### src/hdl/toc_pkg.sv
package toc_pkg;

  localparam int CFG_ADDR_BITS = 1;

  localparam logic [CFG_ADDR_BITS-1:0] REG_SAMPLE_COUNT = 1'b0;
  localparam logic [CFG_ADDR_BITS-1:0] REG_Z_BIAS       = 1'b1;

  localparam logic [1:0] AXIS_X = 2'd0;
  localparam logic [1:0] AXIS_Y = 2'd1;
  localparam logic [1:0] AXIS_Z = 2'd2;

  typedef struct packed {
    logic       start_en;   // start transfer: clear and load the countdown
    logic       acc_en;     // sample transfer during a run
    logic       load_imm;   // result of the transfer goes straight out
    logic       load_done;  // result of a finished run goes out
    logic       prep;       // form the dividend of the current axis
    logic       div_start;
    logic       off_wr;
    logic [1:0] axis;
  } ctrl_cmd_t;

  typedef struct packed {
    logic active;
    logic last;
    logic div_done;
  } dp_status_t;

endpackage

### src/hdl/toc_if.sv
interface toc_in_if #(parameter int SAMPLE_BITS = 16);
  logic                          valid;
  logic                          ready;
  logic                          action;
  logic signed [SAMPLE_BITS-1:0] sample_x;
  logic signed [SAMPLE_BITS-1:0] sample_y;
  logic signed [SAMPLE_BITS-1:0] sample_z;

  modport source (output valid, action, sample_x, sample_y, sample_z, input ready);
  modport sink   (input valid, action, sample_x, sample_y, sample_z, output ready);
endinterface

interface toc_out_if #(parameter int SAMPLE_BITS = 16);
  logic                          valid;
  logic                          ready;
  logic signed [SAMPLE_BITS-1:0] offset_x;
  logic signed [SAMPLE_BITS-1:0] offset_y;
  logic signed [SAMPLE_BITS-1:0] offset_z;
  logic                          busy_res;
  logic                          done_res;

  modport source (output valid, offset_x, offset_y, offset_z, busy_res, done_res,
                  input ready);
  modport sink   (input valid, offset_x, offset_y, offset_z, busy_res, done_res,
                  output ready);
endinterface

### src/hdl/toc_div.sv
module toc_div #(
  parameter int NW = 35,
  parameter int DW = 17
) (
  input  logic          clk,
  input  logic          rst_n,
  input  logic          start,
  input  logic [NW-1:0] num,
  input  logic [DW-1:0] den,
  output logic          done,
  output logic          neg,
  output logic [NW-1:0] quot
);

  localparam int CW = $clog2(NW + 1);

  logic          busy_r;
  logic          done_r;
  logic          neg_r;
  logic [CW-1:0] cnt_r;
  logic [NW-1:0] q_r;
  logic [DW-1:0] rem_r;
  logic [DW-1:0] den_r;

  logic [DW:0]   shifted;
  logic [DW:0]   diff;
  logic          ge;

  // restoring division, one quotient bit a cycle
  assign shifted = {rem_r, q_r[NW-1]};
  assign ge      = shifted >= {1'b0, den_r};
  assign diff    = shifted - {1'b0, den_r};

  always_ff @(posedge clk) begin
    if (!rst_n) begin
      busy_r <= 1'b0;
      done_r <= 1'b0;
      cnt_r  <= '0;
    end else begin
      done_r <= 1'b0;
      if (start) begin
        busy_r <= 1'b1;
        cnt_r  <= CW'(NW);
      end else if (busy_r) begin
        cnt_r <= cnt_r - 1'b1;
        if (cnt_r == CW'(1)) begin
          busy_r <= 1'b0;
          done_r <= 1'b1;
        end
      end
    end
  end

  always_ff @(posedge clk) begin
    if (start) begin
      neg_r <= num[NW-1];
      q_r   <= num[NW-1] ? (~num + 1'b1) : num;
      rem_r <= '0;
      den_r <= den;
    end else if (busy_r) begin
      q_r   <= {q_r[NW-2:0], ge};
      rem_r <= ge ? diff[DW-1:0] : shifted[DW-1:0];
    end
  end

  assign done = done_r;
  assign neg  = neg_r;
  assign quot = q_r;

endmodule

### src/hdl/toc_dp.sv
module toc_dp #(
  parameter int SAMPLE_BITS = 16,
  parameter int COUNT_BITS  = 16
) (
  input  logic                                   clk,
  input  logic                                   rst_n,
  input  toc_pkg::ctrl_cmd_t                     cmd,
  output toc_pkg::dp_status_t                    status,
  input  logic signed [SAMPLE_BITS-1:0]          sample_x,
  input  logic signed [SAMPLE_BITS-1:0]          sample_y,
  input  logic signed [SAMPLE_BITS-1:0]          sample_z,
  input  logic                                   cfg_we,
  input  logic [toc_pkg::CFG_ADDR_BITS-1:0]      cfg_addr,
  input  logic [((COUNT_BITS > SAMPLE_BITS - 1) ? COUNT_BITS : SAMPLE_BITS - 1)-1:0]
                                                 cfg_wdata,
  output logic signed [SAMPLE_BITS-1:0]          offset_x,
  output logic signed [SAMPLE_BITS-1:0]          offset_y,
  output logic signed [SAMPLE_BITS-1:0]          offset_z,
  output logic                                   busy_res,
  output logic                                   done_res
);
  import toc_pkg::*;

  localparam int SW = SAMPLE_BITS + COUNT_BITS + 1;
  localparam int NW = SW + 2;
  localparam int DW = COUNT_BITS + 1;
  localparam logic [COUNT_BITS-1:0] COUNT_RST = COUNT_BITS'(1000);
  localparam logic [NW-1:0] MAG_MAX = NW'((1 << (SAMPLE_BITS - 1)) - 1);
  localparam logic [SAMPLE_BITS-1:0] OFF_MAX = {1'b0, {(SAMPLE_BITS-1){1'b1}}};
  localparam logic [SAMPLE_BITS-1:0] OFF_MIN = {1'b1, {(SAMPLE_BITS-1){1'b0}}};

  logic [COUNT_BITS-1:0]         sample_count_r;
  logic [SAMPLE_BITS-2:0]        z_bias_r;
  logic [COUNT_BITS-1:0]         remaining_r;
  logic [COUNT_BITS-1:0]         run_len_r;
  logic signed [SW-1:0]          sum_x_r;
  logic signed [SW-1:0]          sum_y_r;
  logic signed [SW-1:0]          sum_z_r;
  logic signed [SAMPLE_BITS-1:0] off_x_r;
  logic signed [SAMPLE_BITS-1:0] off_y_r;
  logic signed [SAMPLE_BITS-1:0] off_z_r;
  logic [NW-1:0]                 num_r;

  logic signed [SAMPLE_BITS-1:0] out_x_r;
  logic signed [SAMPLE_BITS-1:0] out_y_r;
  logic signed [SAMPLE_BITS-1:0] out_z_r;
  logic                          out_busy_r;
  logic                          out_done_r;

  logic signed [SAMPLE_BITS:0]   z_term;
  logic signed [SW-1:0]          sum_sel;
  logic                          div_done;
  logic                          div_neg;
  logic [NW-1:0]                 quot;
  logic [SAMPLE_BITS-1:0]        off_sat;
  logic                          busy_imm;

  assign z_term = (SAMPLE_BITS+1)'(sample_z) - $signed({2'b00, z_bias_r});

  always_ff @(posedge clk) begin
    if (!rst_n) begin
      sample_count_r <= COUNT_RST;
      z_bias_r       <= '0;
    end else if (cfg_we) begin
      case (cfg_addr)
        REG_SAMPLE_COUNT: sample_count_r <= cfg_wdata[COUNT_BITS-1:0];
        REG_Z_BIAS:       z_bias_r       <= cfg_wdata[SAMPLE_BITS-2:0];
        default: ;
      endcase
    end
  end

  always_comb begin
    case (cmd.axis)
      AXIS_X:  sum_sel = sum_x_r;
      AXIS_Y:  sum_sel = sum_y_r;
      default: sum_sel = sum_z_r;
    endcase
  end

  // round to nearest (half up) for a non-negative sum by dividing 2*sum + n by 2*n
  always_ff @(posedge clk) begin
    if (cmd.prep) begin
      num_r <= {sum_sel[SW-1], sum_sel, 1'b0} + {{(NW-COUNT_BITS){1'b0}}, run_len_r};
    end
  end

  toc_div #(.NW(NW), .DW(DW)) u_div (
    .clk   (clk),
    .rst_n (rst_n),
    .start (cmd.div_start),
    .num   (num_r),
    .den   ({run_len_r, 1'b0}),
    .done  (div_done),
    .neg   (div_neg),
    .quot  (quot)
  );

  always_comb begin
    if (div_neg) begin
      off_sat = (quot > MAG_MAX + 1'b1) ? OFF_MIN : (~quot[SAMPLE_BITS-1:0] + 1'b1);
    end else begin
      off_sat = (quot > MAG_MAX) ? OFF_MAX : quot[SAMPLE_BITS-1:0];
    end
  end

  always_ff @(posedge clk) begin
    if (!rst_n) begin
      remaining_r <= '0;
      run_len_r   <= '0;
      sum_x_r     <= '0;
      sum_y_r     <= '0;
      sum_z_r     <= '0;
      off_x_r     <= '0;
      off_y_r     <= '0;
      off_z_r     <= '0;
    end else begin
      if (cmd.start_en) begin
        remaining_r <= sample_count_r;
        run_len_r   <= sample_count_r;
        sum_x_r     <= '0;
        sum_y_r     <= '0;
        sum_z_r     <= '0;
        off_x_r     <= '0;
        off_y_r     <= '0;
        off_z_r     <= '0;
      end else if (cmd.acc_en) begin
        remaining_r <= remaining_r - 1'b1;
        sum_x_r     <= sum_x_r + SW'(sample_x);
        sum_y_r     <= sum_y_r + SW'(sample_y);
        sum_z_r     <= sum_z_r + SW'(z_term);
      end else if (cmd.off_wr) begin
        case (cmd.axis)
          AXIS_X:  off_x_r <= off_sat;
          AXIS_Y:  off_y_r <= off_sat;
          default: off_z_r <= off_sat;
        endcase
      end
    end
  end

  // a run stays busy after a start with a nonzero count or a non-final sample
  assign busy_imm = cmd.start_en ? (sample_count_r != '0) : cmd.acc_en;

  always_ff @(posedge clk) begin
    if (cmd.load_imm) begin
      out_x_r    <= cmd.start_en ? '0 : off_x_r;
      out_y_r    <= cmd.start_en ? '0 : off_y_r;
      out_z_r    <= cmd.start_en ? '0 : off_z_r;
      out_busy_r <= busy_imm;
      out_done_r <= 1'b0;
    end else if (cmd.load_done) begin
      out_x_r    <= off_x_r;
      out_y_r    <= off_y_r;
      out_z_r    <= off_z_r;
      out_busy_r <= 1'b0;
      out_done_r <= 1'b1;
    end
  end

  assign status.active   = remaining_r != '0;
  assign status.last     = remaining_r == COUNT_BITS'(1);
  assign status.div_done = div_done;

  assign offset_x = out_x_r;
  assign offset_y = out_y_r;
  assign offset_z = out_z_r;
  assign busy_res = out_busy_r;
  assign done_res = out_done_r;

endmodule

### src/hdl/toc_ctrl.sv
module toc_ctrl (
  input  logic                clk,
  input  logic                rst_n,
  input  logic                in_valid,
  input  logic                in_action,
  output logic                in_ready,
  output logic                out_valid,
  input  logic                out_ready,
  input  toc_pkg::dp_status_t status,
  output toc_pkg::ctrl_cmd_t  cmd
);
  import toc_pkg::*;

  localparam logic [2:0] S_IDLE  = 3'd0;
  localparam logic [2:0] S_PREP  = 3'd1;
  localparam logic [2:0] S_ISSUE = 3'd2;
  localparam logic [2:0] S_WAIT  = 3'd3;
  localparam logic [2:0] S_OUT   = 3'd4;

  logic [2:0] state_r;
  logic [2:0] state_nxt;
  logic [1:0] axis_r;
  logic [1:0] axis_nxt;
  logic       out_valid_r;
  logic       out_valid_nxt;
  logic       slot_free;
  logic       accept;

  assign slot_free = !out_valid_r || out_ready;
  assign in_ready  = (state_r == S_IDLE) && slot_free;
  assign accept    = in_valid && in_ready;

  always_comb begin
    state_nxt = state_r;
    axis_nxt  = axis_r;
    cmd       = '0;
    cmd.axis  = axis_r;
    case (state_r)
      S_IDLE: begin
        if (accept) begin
          if (in_action) begin
            cmd.start_en = 1'b1;
            cmd.load_imm = 1'b1;
          end else if (status.active) begin
            cmd.acc_en = 1'b1;
            if (status.last) begin
              state_nxt = S_PREP;
              axis_nxt  = AXIS_X;
            end else begin
              cmd.load_imm = 1'b1;
            end
          end else begin
            cmd.load_imm = 1'b1;
          end
        end
      end
      S_PREP: begin
        cmd.prep  = 1'b1;
        state_nxt = S_ISSUE;
      end
      S_ISSUE: begin
        cmd.div_start = 1'b1;
        state_nxt     = S_WAIT;
      end
      S_WAIT: begin
        if (status.div_done) begin
          cmd.off_wr = 1'b1;
          if (axis_r == AXIS_Z) begin
            state_nxt = S_OUT;
          end else begin
            axis_nxt  = axis_r + 1'b1;
            state_nxt = S_PREP;
          end
        end
      end
      S_OUT: begin
        if (slot_free) begin
          cmd.load_done = 1'b1;
          state_nxt     = S_IDLE;
        end
      end
      default: state_nxt = S_IDLE;
    endcase
  end

  assign out_valid_nxt = (cmd.load_imm || cmd.load_done) ? 1'b1 :
                         (out_ready ? 1'b0 : out_valid_r);

  always_ff @(posedge clk) begin
    if (!rst_n) begin
      state_r     <= S_IDLE;
      axis_r      <= AXIS_X;
      out_valid_r <= 1'b0;
    end else begin
      state_r     <= state_nxt;
      axis_r      <= axis_nxt;
      out_valid_r <= out_valid_nxt;
    end
  end

  assign out_valid = out_valid_r;

endmodule

### src/hdl/three_axis_offset_calibrator_top.sv
// channel  direction  payload                                        handshake
// in_ch    sink       action, sample_x, sample_y, sample_z           valid/ready
// out_ch   source     offset_x, offset_y, offset_z, busy_res,        valid/ready
//                     done_res
// cfg      write      cfg_addr, cfg_wdata                            cfg_we
//
// start items, ignored samples and non-final samples leave the controller in its idle state
// the final sample of a run blocks further items until three serial divisions are done:
// one shared serial divider resolves one quotient bit a cycle, axis by axis
// an item is taken only when the output register is empty or drained in that cycle
// rst_n is synchronous; no clearing pass is needed after it
module three_axis_offset_calibrator_top #(
  parameter int SAMPLE_BITS = 16,
  parameter int COUNT_BITS  = 16
) (
  input  logic                                   clk,
  input  logic                                   rst_n,
  toc_in_if.sink                                 in_ch,
  toc_out_if.source                              out_ch,
  input  logic                                   cfg_we,
  input  logic [toc_pkg::CFG_ADDR_BITS-1:0]      cfg_addr,
  input  logic [((COUNT_BITS > SAMPLE_BITS - 1) ? COUNT_BITS : SAMPLE_BITS - 1)-1:0]
                                                 cfg_wdata
);
  import toc_pkg::*;

  ctrl_cmd_t  cmd;
  dp_status_t status;

  toc_ctrl u_ctrl (
    .clk       (clk),
    .rst_n     (rst_n),
    .in_valid  (in_ch.valid),
    .in_action (in_ch.action),
    .in_ready  (in_ch.ready),
    .out_valid (out_ch.valid),
    .out_ready (out_ch.ready),
    .status    (status),
    .cmd       (cmd)
  );

  toc_dp #(.SAMPLE_BITS(SAMPLE_BITS), .COUNT_BITS(COUNT_BITS)) u_dp (
    .clk       (clk),
    .rst_n     (rst_n),
    .cmd       (cmd),
    .status    (status),
    .sample_x  (in_ch.sample_x),
    .sample_y  (in_ch.sample_y),
    .sample_z  (in_ch.sample_z),
    .cfg_we    (cfg_we),
    .cfg_addr  (cfg_addr),
    .cfg_wdata (cfg_wdata),
    .offset_x  (out_ch.offset_x),
    .offset_y  (out_ch.offset_y),
    .offset_z  (out_ch.offset_z),
    .busy_res  (out_ch.busy_res),
    .done_res  (out_ch.done_res)
  );

endmodule

### src/flat_wrapper.sv
// flat-port wrapper written by rule: the top's interface ports become plain ports
module three_axis_offset_calibrator_top_flat import toc_pkg::*;
#(
  parameter int SAMPLE_BITS = 16,
  parameter int COUNT_BITS  = 16
)
  (clk, rst_n, cfg_we, cfg_addr, cfg_wdata, in_ch_valid, in_ch_action, in_ch_sample_x, in_ch_sample_y, in_ch_sample_z, in_ch_ready, out_ch_valid, out_ch_offset_x, out_ch_offset_y, out_ch_offset_z, out_ch_busy_res, out_ch_done_res, out_ch_ready);
  toc_in_if #(.SAMPLE_BITS(SAMPLE_BITS)) in_ch_i ();
  toc_out_if #(.SAMPLE_BITS(SAMPLE_BITS)) out_ch_i ();
  input  logic clk;
  input  logic rst_n;
  input  logic cfg_we;
  input  logic [toc_pkg::CFG_ADDR_BITS-1:0] cfg_addr;
  input  logic [((COUNT_BITS > SAMPLE_BITS - 1) ? COUNT_BITS : SAMPLE_BITS - 1)-1:0] cfg_wdata;
  input wire logic [$bits(in_ch_i.valid)-1:0] in_ch_valid;
  input wire logic [$bits(in_ch_i.action)-1:0] in_ch_action;
  input wire logic [$bits(in_ch_i.sample_x)-1:0] in_ch_sample_x;
  input wire logic [$bits(in_ch_i.sample_y)-1:0] in_ch_sample_y;
  input wire logic [$bits(in_ch_i.sample_z)-1:0] in_ch_sample_z;
  output wire logic [$bits(in_ch_i.ready)-1:0] in_ch_ready;
  output wire logic [$bits(out_ch_i.valid)-1:0] out_ch_valid;
  output wire logic [$bits(out_ch_i.offset_x)-1:0] out_ch_offset_x;
  output wire logic [$bits(out_ch_i.offset_y)-1:0] out_ch_offset_y;
  output wire logic [$bits(out_ch_i.offset_z)-1:0] out_ch_offset_z;
  output wire logic [$bits(out_ch_i.busy_res)-1:0] out_ch_busy_res;
  output wire logic [$bits(out_ch_i.done_res)-1:0] out_ch_done_res;
  input wire logic [$bits(out_ch_i.ready)-1:0] out_ch_ready;
  assign in_ch_i.valid = in_ch_valid;
  assign in_ch_i.action = in_ch_action;
  assign in_ch_i.sample_x = in_ch_sample_x;
  assign in_ch_i.sample_y = in_ch_sample_y;
  assign in_ch_i.sample_z = in_ch_sample_z;
  assign in_ch_ready = in_ch_i.ready;
  assign out_ch_valid = out_ch_i.valid;
  assign out_ch_offset_x = out_ch_i.offset_x;
  assign out_ch_offset_y = out_ch_i.offset_y;
  assign out_ch_offset_z = out_ch_i.offset_z;
  assign out_ch_busy_res = out_ch_i.busy_res;
  assign out_ch_done_res = out_ch_i.done_res;
  assign out_ch_i.ready = out_ch_ready;
  three_axis_offset_calibrator_top #(.SAMPLE_BITS(SAMPLE_BITS), .COUNT_BITS(COUNT_BITS)) u_core (.clk(clk), .rst_n(rst_n), .in_ch(in_ch_i), .out_ch(out_ch_i), .cfg_we(cfg_we), .cfg_addr(cfg_addr), .cfg_wdata(cfg_wdata));
endmodule
### config.mk
export PLATFORM = sky130hd
export DESIGN_NAME = three_axis_offset_calibrator_top_flat
export DESIGN_NICKNAME = d
export VERILOG_FILES = /design/src/hdl/toc_pkg.sv /design/src/hdl/toc_if.sv /design/src/hdl/toc_div.sv /design/src/hdl/toc_dp.sv /design/src/hdl/toc_ctrl.sv /design/src/hdl/three_axis_offset_calibrator_top.sv /design/src/flat_wrapper.sv
export SDC_FILE = /design/constraint.sdc
export NUM_CORES = 1
export LEC_CHECK = 0
export BUFFER_PORTS_ARGS = -buffer_cell sky130_fd_sc_hd__buf_4
export CORE_MARGIN = 5
export CORE_UTILIZATION = 69
export CTS_BUF_LIST = sky130_fd_sc_hd__clkbuf_4 sky130_fd_sc_hd__clkbuf_8
export CTS_CLUSTER_SIZE = 24
export DETAILED_ROUTE_END_ITERATION = 6
export GPL_TIMING_DRIVEN = 0
export PLACE_DENSITY_LB_ADDON = 0.1
export SYNTH_ARGS = -nofsm -noshare
export SYNTH_HDL_FRONTEND = slang
export SYNTH_HIERARCHICAL = 1
export SYNTH_SLANG_ARGS = --single-unit
export TNS_END_PERCENT = 10
### constraint.sdc
create_clock -name clk -period 9.4 [get_ports clk]
set_input_delay 1.88 -clock clk [delete_from_list [all_inputs] [get_ports clk]]
set_output_delay 1.88 -clock clk [all_outputs]
set_load 0.05 [all_outputs]
# After elaboration in Yosys (flattened, before gate mapping)

Index checks and enable logic that the tools add are counted.

Register bits: 378
Output and inout port bits: 52
Logic and storage cells: 147
Input port bits: 71

Equal/unequal tests: 15
Bitwise operators: 7
Reductions and logical operators: 25
Add/subtract/negate cells: 11
$lt $le $gt $ge: 3
Muxes and demuxes: 59

Operator list:

| operator                                                                          | number |
|---|---|
| 16-bit 2-to-1 mux                                                                 | 14 |
| 35-bit 2-to-1 mux                                                                 | 3 |
| 33-bit by 16-bit adder with 33-bit output                                         | 2 |
| 33-bit case mux with 2 select lines                                               | 1 |
| 34-bit by 17-bit adder with 35-bit output                                         | 1 |
| 35-bit by 1-bit adder with 35-bit output, second input constant                   | 1 |
| 35-bit by 15-bit greater-than comparator with 1-bit output, second input constant | 1 |
| 35-bit by 16-bit greater-than comparator with 1-bit output, second input constant | 1 |
| 35-bit NOT                                                                        | 1 |
| 33-bit by 17-bit adder with 33-bit output                                         | 1 |
| 16-bit nonzero test                                                               | 2 |
| 3-bit 2-to-1 mux                                                                  | 9 |
| 1-bit 2-to-1 mux                                                                  | 21 |
| 18-bit by 17-bit >= comparator with 1-bit output                                  | 1 |
| 17-bit 2-to-1 mux                                                                 | 1 |
| 16-bit by 16-bit subtractor with 17-bit output                                    | 1 |
| 17-bit subtractor                                                                 | 1 |
| 16-bit by 1-bit adder with 16-bit output, second input constant                   | 1 |
| 16-bit by 1-bit == test with 1-bit output, second input constant                  | 1 |
| 16-bit NOT                                                                        | 1 |
| 16-bit by 1-bit subtractor with 16-bit output, second input constant              | 1 |
| 3-bit case mux with 5 select lines                                                | 1 |
| 2-bit 2-to-1 mux                                                                  | 6 |
| 6-bit 2-to-1 mux                                                                  | 2 |
| other kinds (24)                                                                  | 45 |

# Longest topological paths before layout

Depth after elaboration: 8
Depth in mapped cells: 19
Gate-level depth less buffers: 14

# Hierarchy

Netlist, hierarchy kept.

Modules (own cells, without submodules):

| module   | cells each | sequential area each (µm²) | instances | area an instance (µm²) |
|---|---|---|---|---|
| toc_dp   | 2311       | 6746.5                     | 1         | 19331.0 |
| toc_div  | 509        | 2092.0                     | 1         | 4855.9 |
| toc_ctrl | 54         | 120.1                      | 1         | 461.7 |

# Worst setup path before layout

Ideal clock, no wire load.

Path type: input to register
Start point: in in_ch_sample_z[1]
End point: reg u_core.u_dp.sum_z_r[27]
Arrival time: 4460 ps
Setup time: 92 ps
Path buffers: 0
Data required time: 9308 ps
Stages on the path: 12
Slack: 4848 ps
Cells stage by stage: inv_1 > fa_1 > inv_1 > ha_1 > a211oi_1 > o211a_1 > o2111ai_1 > a41o_1 > a21oi_2 > o21ai_0 > and2_1 > o32ai_1

Longest elaborated chain between the ends: 2

Ends and longest elaborated chain:

| item                                           | line               | text |
|---|---|---|
| start, declared                                | flat_wrapper.sv:19 | `input wire logic [$bits(in_ch_i.sample_z)-1:0] in_ch_sample_z;` |
| 16-bit by 16-bit subtractor with 17-bit output | toc_dp.sv:58       | `assign z_term = (SAMPLE_BITS+1)'(sample_z) - $signed({2'b00, z_bias_r});` |
| 33-bit by 17-bit adder with 33-bit output      | toc_dp.sv:131      | `sum_z_r <= sum_z_r + SW'(z_term);` |
| end signal, assigned                           | toc_dp.sv:131      |  |
| end, declared                                  | toc_dp.sv:38       | `logic signed [SW-1:0] sum_z_r;` |

No other way between the ends.
A chain may end at the register's enable or synchronous reset.

# Final worst setup path

Start point: reg u_core.u_ctrl.axis_r[0]
End point: reg u_core.u_dp.num_r[23], data pin

Longest elaborated chain between the ends: 3
Elaborated cells between the ends (all ways): 4
Classes of those cells: add/sub (1); eq/ne (1); mux (1); reduce/logical (1)

Ends and longest elaborated chain:

| item                                                                          | line           | text |
|---|---|---|
| start, declared                                                               | toc_ctrl.sv:22 | `logic [1:0] axis_r;` |
| start signal, assigned                                                        | toc_ctrl.sv:96 | `axis_r <= axis_nxt;` |
| 2-bit by 1-bit == test with 1-bit output or 2-bit logical NOT (tied branches) | toc_dp.sv:74   | `case (cmd.axis)` |
| 33-bit case mux with 2 select lines (*)                                       | toc_dp.sv:74   |  |
| 34-bit by 17-bit adder with 35-bit output (*)                                 | toc_dp.sv:84   | `num_r <= {sum_sel[SW-1], sum_sel, 1'b0} + {{(NW-COUNT_BITS){1'b0}}, run_len_r};` |
| end signal, assigned                                                          | toc_dp.sv:84   |  |
| end, declared                                                                 | toc_dp.sv:42   | `logic [NW-1:0] num_r;` |

Mark *: on every way between the ends. The rest lies on a longest branch, timed or not.

==> reports/qor.yml <==
setup_path:
  worstSetupPathType: "reg -> reg"
  r2r_slack_ps: 3680
  worstPathRequired_ps: 9750
  arrival_ps: 6060
  crit_path_max_fanout: 10
  critPathLaunchType: "flop"
  setup.worst_path.end_class: "flop"
global_route:
  grtUsageMet3_pct: 5.88
  gr-max-usage-layer: "met2"
  grt_use_met2_pct: 58.6
  grt_pass1_vias: 21983
  antenna_found_initial: 0
  grt_usage_pct: 36.2
  grtUsageMet1_pct: 47.3
  grt_max_degree: 50
  grt_pass1_wl_um: 115000
  grt-ovfl-total: 0
floorplanning:
  initial_utilization_pct: 69.6
  ioPinCount: 123
  dieWidth_um: 199
  die_y_um: 199
  core_um2: 35400
  die_area_um2: 39600
  rows: 69
timing:
  fin_worst_skew_ps: 23.6
  worst_pin_slew_ps: 1350
  slew_headroom_pct: 10.1
  setup_violations: 0
  rsz0062_at_grt: "false"
  min_period_ps: 5720
  setup_tns_ps: 0
  setup_ws_ps: 3680
  hold_viol: 0
  drv_slew: 0
  fmax_ghz: 0.175
  finalCritPeriodShare_pct: 60.8
detailed_routing:
  detail_route.vias_per_cell: 6.41
  dr.first_iter.drc_count: 2482
  vias: 22961
  first_pass_iters: 7
  avgRoutedWirePerCell_um: 20.4
  routed_wl_um: 72900
  drcViolationCount: 0
  drtAntennaViolNets: 0
yosys:
  avgSynthCellArea_um2: 8.58
  synthesis.instances: 2874
  synth_area_um2: 24600
  synth_cell_types: 100
  synth.net_count: 3118
  ys_warn_count: 6
  ys_seq_area_share_pct: 36.3
  synth-main-ff-cell: "dfxtp_1"
  synthArstFlopShare_pct: 0
  synth_edf_count: 137
  ys_ff_latch: 379
clocking:
  cts_tree: "yes"
  clockBufferDepth: 3
  root_buffer: "clkbuf_8"
  cts-buffers-inserted: 66
  path_clk_slew_ps: 60
  cts.sinks: 379
  clk_latency_ps: 640
  cts-htree-levels: 3
  holdBufCountCts: 0
  ctsResizeCount: 0
  cts_setup_buffers: 0
power_and_ir_drop:
  leakage_nw: 11.1
  power.total_mw: 5.20
  power_density_nw_per_um2: 188
  vdd.ir_drop.worst_uv: 228
final_layout:
  final_cell_count_no_fill: 3580
  antenna_cells: 0
  most-common-layout-cells: "nand2_1 (312), dfxtp_1 (242), nor2_1 (229)"
  num-fill-cells: 2516
  synthToLayoutAreaGrowth_pct: 12.1
  layout_commonest_cell: "nand2_1"
  final_layout_size_suffix_gt1_share_pct: 10.7
  nNetsFinal: 3312
  design_area_um2: 27600
flow_run:
  max-cap-violations: 0
place:
  port_buffers: 122
  placedInstanceArea_um2: 26200
  hpwl_um: 54300
  dp.cells: 3461
  pre_cts_slack_ps: 3970
  gp_congestion: 1.00
run_status:
  status: "completed"
hold_path:
  hp-class: "reg -> reg"
==> synth_stat cells (all sizes together), types with 41 or more instances <==
cell type | instances | area [um2]
xor2 | 69 | 604
nor3 | 57 | 302
nand3 | 72 | 360
o21ai | 154 | 771
a211oi | 49 | 383
a21oi | 234 | 1200
a21boi | 46 | 345
xnor2 | 76 | 666
edfxtp | 137 | 4110
and2 | 75 | 472
ha | 154 | 1930
nand4 | 41 | 269
a21o | 66 | 497
mux2i | 80 | 801
dfxtp | 242 | 4840
clkbuf | 114 | 429
nor2 | 229 | 860
nand2 | 313 | 1180
inv | 184 | 691
==> per-layer routing <==
layer,up-vias,share of wire (%),wire length [um]
met5,-,0,0
met4,0,5.2,3810
met3,248,8.8,6410
met2,1232,46,33500
met1,10818,40,29200
li1,10663,-,-
==> worst max-delay path, cell delays in order (launching register included) <==
cell      delay [ps]
dfxtp_1          520
buf_6            250
buf_6            200
buf_2            360
buf_1            610
mux2i_1          270
o21ai_0          540
ha_1             290
inv_1             60
fa_1             410
nor2b_1          130
o21a_1           160
o21ai_0          150
a211oi_1         340
o211ai_1         180
a21boi_1         550
o21ai_0          220
xnor2_1          210
==> logic make-up (layout without fill, tap and decap cells) <==
family | count (synthesis) | after routing | share of synthesized area [%]
AND/OR/NAND/NOR | 989 | 989 | 19.8
AO/OA/AOI/OAI | 769 | 769 | 20.6
flip-flops | 379 | 379 | 36.3
buffers and inverters | 338 | 583 | 5.47
adder cells (fa/ha/maj) | 173 | 173 | 9.36
XOR/XNOR | 145 | 145 | 5.15
multiplexers | 80 | 80 | 3.25
other | 1 | 1 | 0.0152
==> stage by stage <==
stage | hold WS, ps | util, %
6_report | 451 | 78.0
5_1_grt | 481 | 78.0
4_1_cts | 451 | 78.0
3_5_place_dp | 443 | 74.0
3_3_place_gp | 438 | 73.9
2_1_floorplan | 424 | -
==> layout make-up <==
| cell class | count | area (um2) | area share [%] |
|---|---|---|---|
| Multi-Input combinational cell | 2157 | 14400 | 52.0 |
| Clock buffer | 99 | 1220 | 4.41 |
| Timing Repair Buffer | 126 | 961 | 3.48 |
| Tap cell | 461 | 577 | 2.09 |
| Sequential cell | 379 | 8960 | 32.4 |
| Inverter | 185 | 694 | 2.51 |
| Clock inverter | 20 | 205 | 0.743 |
| Buffer | 153 | 654 | 2.37 |
==> path summary, 6_finish.rpt <==
kind	startpoint	end	cells after the start
max	u_core/u_ctrl/axis_r[0]	u_core/u_dp/num_r[23]	17
min	u_core/u_dp/off_x_r[5]	u_core/u_dp/off_x_r[5]	2
max reg2reg	u_core/u_ctrl/axis_r[0]	u_core/u_dp/num_r[23]	17
min reg2reg	u_core/u_dp/off_x_r[5]	u_core/u_dp/off_x_r[5]	2
==> flip-flops by register name, summed over array words and instances, names as in the netlist, 2 cells and up <==
signal,flops
u_core/u_dp/z_bias_r,15
u_core/u_dp/u_div/cnt_r,6
u_core/u_dp/sum_z_r,33
u_core/u_dp/sum_x_r,33
u_core/u_dp/off_z_r,16
u_core/u_ctrl/axis_r,2
u_core/u_dp/sample_count_r,16
u_core/u_dp/run_len_r,16
u_core/u_dp/num_r,35
u_core/u_dp/offset_y,16
u_core/u_dp/u_div/den_r,17
u_core/u_dp/off_y_r,16
u_core/u_dp/sum_y_r,33
u_core/u_ctrl/state_r,3
u_core/u_dp/u_div/quot,35
u_core/u_dp/remaining_r,16
u_core/u_dp/offset_x,16
u_core/u_dp/u_div/rem_r,17
u_core/u_dp/off_x_r,16
u_core/u_dp/offset_z,16
==> where the power goes <==
group          switching (mW)  internal (mW)  total (mW)
Combinational            1.01          0.614        1.62
Clock                   0.722          0.924        1.65
Sequential              0.106           1.82        1.93
Total                    1.84           3.36        5.20
No activity file was read; power rests on OpenSTA's default activity.
